===== config.mk =====
export PLATFORM = sky130hd
export DESIGN_NAME = ssd_stage
export DESIGN_NICKNAME = d
export VERILOG_FILES = /design/src/rtl/ssd_pkg.sv /design/src/rtl/ssd_stage.sv
export SDC_FILE = /design/constraint.sdc
export NUM_CORES = 1
export LEC_CHECK = 0
export BUFFER_PORTS_ARGS = -buffer_cell sky130_fd_sc_hd__buf_4
export CELL_PAD_IN_SITES_DETAIL_PLACEMENT = 1
export CELL_PAD_IN_SITES_GLOBAL_PLACEMENT = 2
export CORE_ASPECT_RATIO = 0.6
export CORE_UTILIZATION = 34
export CTS_BUF_LIST = sky130_fd_sc_hd__clkbuf_4 sky130_fd_sc_hd__clkbuf_8
export CTS_CLUSTER_SIZE = 10
export DETAILED_ROUTE_END_ITERATION = 16
export MAX_ROUTING_LAYER = met4
export PLACE_DENSITY = 0.89
export RECOVER_POWER = 100
export SETUP_SLACK_MARGIN = 0.1
export SLEW_MARGIN = 20
export SYNTH_ARGS = -nofsm -noshare
export SYNTH_HDL_FRONTEND = slang
export SYNTH_SLANG_ARGS = --single-unit

===== constraint.sdc =====
create_clock -name clk -period 7.2 [get_ports clk]
set_input_delay 1.8 -clock clk [delete_from_list [all_inputs] [get_ports clk]]
set_output_delay 1.8 -clock clk [all_outputs]
set_load 0.005 [all_outputs]

===== src/rtl/ssd_pkg.sv =====
// Package for the signed shift-subtract divider: operand width and the
// per-stage lane payload. No dependencies.
package ssd_pkg;

  localparam int unsigned Width = 32;

  typedef logic [Width-1:0] word_t;

  // Payload carried down the divider pipeline alongside each valid bit.
  typedef struct packed {
    word_t rem;  // partial remainder, below the divisor magnitude unless the divisor is zero
    word_t nq;   // dividend bits still to consume, quotient bits shifted in
    word_t den;  // divisor magnitude
    logic  neg;  // operand signs differ
    logic  dbz;  // divisor was zero
    logic  ovf;  // most negative value divided by minus one
  } lane_t;

endpackage


===== src/rtl/ssd_stage.sv =====
// One restoring compare-subtract step of the divider pipeline.
// Depends on ssd_pkg for the lane payload type.
module ssd_stage (
  input  logic          clk,
  input  logic          rst_n,
  input  logic          adv,
  input  logic          in_valid,
  input  ssd_pkg::lane_t in_lane,
  output logic          out_valid,
  output ssd_pkg::lane_t out_lane
);
  import ssd_pkg::*;

  logic          valid_r;
  lane_t         lane_r;
  lane_t         lane_nxt;
  logic [Width:0] trial;
  logic [Width:0] diff;
  logic          ge;

  // Bring down the next dividend bit, subtract the divisor where it fits.
  always_comb begin
    trial    = {in_lane.rem, in_lane.nq[Width-1]};
    diff     = trial - {1'b0, in_lane.den};
    ge       = (trial >= {1'b0, in_lane.den});
    lane_nxt = in_lane;
    lane_nxt.rem = ge ? diff[Width-1:0] : trial[Width-1:0];
    lane_nxt.nq  = {in_lane.nq[Width-2:0], ge};
  end

  always_ff @(posedge clk) begin
    if (!rst_n) begin
      valid_r <= 1'b0;
    end else if (adv) begin
      valid_r <= in_valid;
    end
  end

  always_ff @(posedge clk) begin
    if (adv) begin
      lane_r <= lane_nxt;
    end
  end

  assign out_valid = valid_r;
  assign out_lane  = lane_r;

endmodule


==> run metrics <==
status finished with violations; failing checks capacitance limit, slew limit; Non-Filler Instances ~850; Reg2Reg Setup Slack between 6 and 7 ns; Initial DRT Pass Iterations 5; Avg WL per Cell between 15 and 20 um; post-CTS setup buffers 0; EDFF count, synth 99; Setup TNS 0 ns; final instance area 6960 um^2; die area 15900 um^2; hold depth 2; R2R Path End out_valid; # nets final 780; cell family with most CP delay buffers and inverters; RSZ-0062 raised after global routing no; Util after Layout 0.473; Hold Buf Count CTS 0; slowest CP cell clkbuf_1; Pins Over Slew Limit between 80 and 90; PnR worst setup slack 1.61 ns; Hold WS 0.539 ns; Req. time, crit path between 7 and 8 ns; clock insertion delay at the later pin of the skew report between 0.3 and 0.4 ns; Min-Delay Path Class register to register; PortBufs between 200 and 250; RR Startpoint out_valid; crit path capture type register; Critical Path Most Common Cell clkbuf_1; gpl congestion just under 0.9; cell breakdown of the critical path clkbuf_1 > inv_1 > ha_1 > nand4_1 > or4_1 > a21oi_1 > nor3_1 > a211oi_1 > o21ai_2 > o31ai_1 > clkbuf_1 > mux2_1; DRC 0; asr flop ratio synth 0; width of the die around 160 um; starting density of the core 0.354; Leak Pwr roughly 3.0 nW; grt total ovfl 0; post-route ant nets 0; peak supply drop around 100 uV; first-pass GRT wire length ~24000 um; CP peak stage delay between 1 and 1.5 ns; Min Clock Period, post-route between 5 and 6 ns; cell taking the most area after synthesis edfxtp_1; area of the mapped netlist roughly 5200 um^2; WL final approximately 15000 um; largest net degree at the start of global routing 53; via/cell ratio a little under 5; CTS tree built; Post-DP Area around 7000 um^2; WP buf/inv 3; Num CTS Buffers 9; max-capacitance violation count 2; clk root buf clkbuf_8; register area share after synthesis 0.574; DP Worst Slack about 2.2 ns; DP Wirelength 12000 um; area delta synth->final 33.4%; Commonest cells post-synth edfxtp_1 (99), a21oi_1 (54), inv_1 (38); Hold Crit Endpoint out_valid; worst reg2reg path depth 2; antenna cells 0; Post-synth top flop edfxtp_1; startpoint types input pin; Arr. time, crit path 5.71 ns; core area 14700 um^2; CTS resizes 0; Synth area leaders edfxtp_1 (57%), ha_1 (7.7%), a21oi_1 (5.2%); Synth Net Count 581; num rows 34; Synth warnings 0; placed cell count 831; io pins between 200 and 250; DR iter-0 viols 270; vias in the first global route ~4300; fraction of layout instances using a drive strength above 1 0.302; final hold vios 0; clock buffer depth 2; Final Cycle Share 0.777; Hold Startpoint out_valid; most common cell in the netlist edfxtp_1; final setup fails 0; antenna violations before repair 0; Synth Instances around 450; fmax approximately 0.18 GHz; crit path kind input pin to register; flops & latches, synth 100; PwrDens approximately 210 nW/um^2; Worst slew margin -0.852; mean area per synthesized cell 11.7 um^2; die height about 98 um; post-synth top area share 0.570; critical-path maximum fanout 35; GR Util All Layers 0.199; H-tree level count 3; clk_skew 0 ns; synth unique cells 48; Worst-path clk slew ~0.11 ns; Slew @ Worst Pin 2.78 ns; vias ~4200; CTS sink cnt 100; total power 1.45 mW
==> power breakdown <==
part           internal (mW)  switching, mW
combinational          0.175          0.187
sequential             0.716         0.0185
clock                  0.134          0.223
total                   1.02          0.428
==> worst max path at each step <==
stage	from	end	slack, ns	cells after the start
2_1_floorplan	in_lane[10]	out_lane[80]	2.62	12
3_3_place_gp	in_lane[3]	out_lane[93]	2.28	12
3_5_place_dp	in_lane[3]	out_lane[97]	2.21	12
4_1_cts	in_lane[3]	out_lane[97]	2.60	12
5_1_grt	in_lane[8]	out_lane[90]	1.24	12
6_report	in_lane[20]	out_lane[90]	1.61	12
==> metal layers <==
metal	routed length (um)	global-route usage
met5	0	-
met4	109	0.0363
met3	901	0.0412
met2	6550	0.294
met1	7440	0.281
==> cell type report <==
class	count	area [um^2]
Clock buffer	9	124
Tap cell	198	248
Timing Repair Buffer	205	1410
Fill cell	1638	7760
Inverter	38	143
Multi-Input combinational cell	290	1980
Sequential cell	100	2990
Clock inverter	7	67.6
==> state kept, by name (all words and copies together), names as in the netlist <==
register and cells:
out_valid 1, out_lane 99
==> cell families after synthesis <==
| kind of cell | after synthesis | share of synthesized area |
|---|---|---|
| mux | 13 | 0.0273 |
| buf+inv | 55 | 0.0439 |
| flops | 100 | 0.574 |
| compound gates | 118 | 0.141 |
| simple gates | 99 | 0.0880 |
| xor+xnor | 27 | 0.0453 |
| fa+ha+maj | 33 | 0.0806 |
==> tightest hold or removal path: cells and delay by family (launching register included) <==
family,cells,cell delay (ns)
flip-flops,1,0.33
multiplexers,1,0.12
AND/OR/NAND/NOR,1,0.06
==> placed cells by master, fill, tap and decap left out, drive strengths merged, types with 4 or more instances in the layout <==
| cell | n |
|---|---|
| xnor2 | 16 |
| edfxtp | 99 |
| nor4 | 4 |
| inv | 41 |
| a21oi | 54 |
| buf | 35 |
| mux2 | 10 |
| xor2 | 11 |
| nor2 | 36 |
| clkbuf | 179 |
| o211ai | 4 |
| nand3 | 8 |
| nand2 | 27 |
| nand4 | 7 |
| a31oi | 5 |
| o21ai | 17 |
| a21o | 12 |
| a211oi | 4 |
| o21a | 6 |
| nand2b | 4 |
| ha | 32 |
No activity file was read; power rests on OpenSTA's default activity.
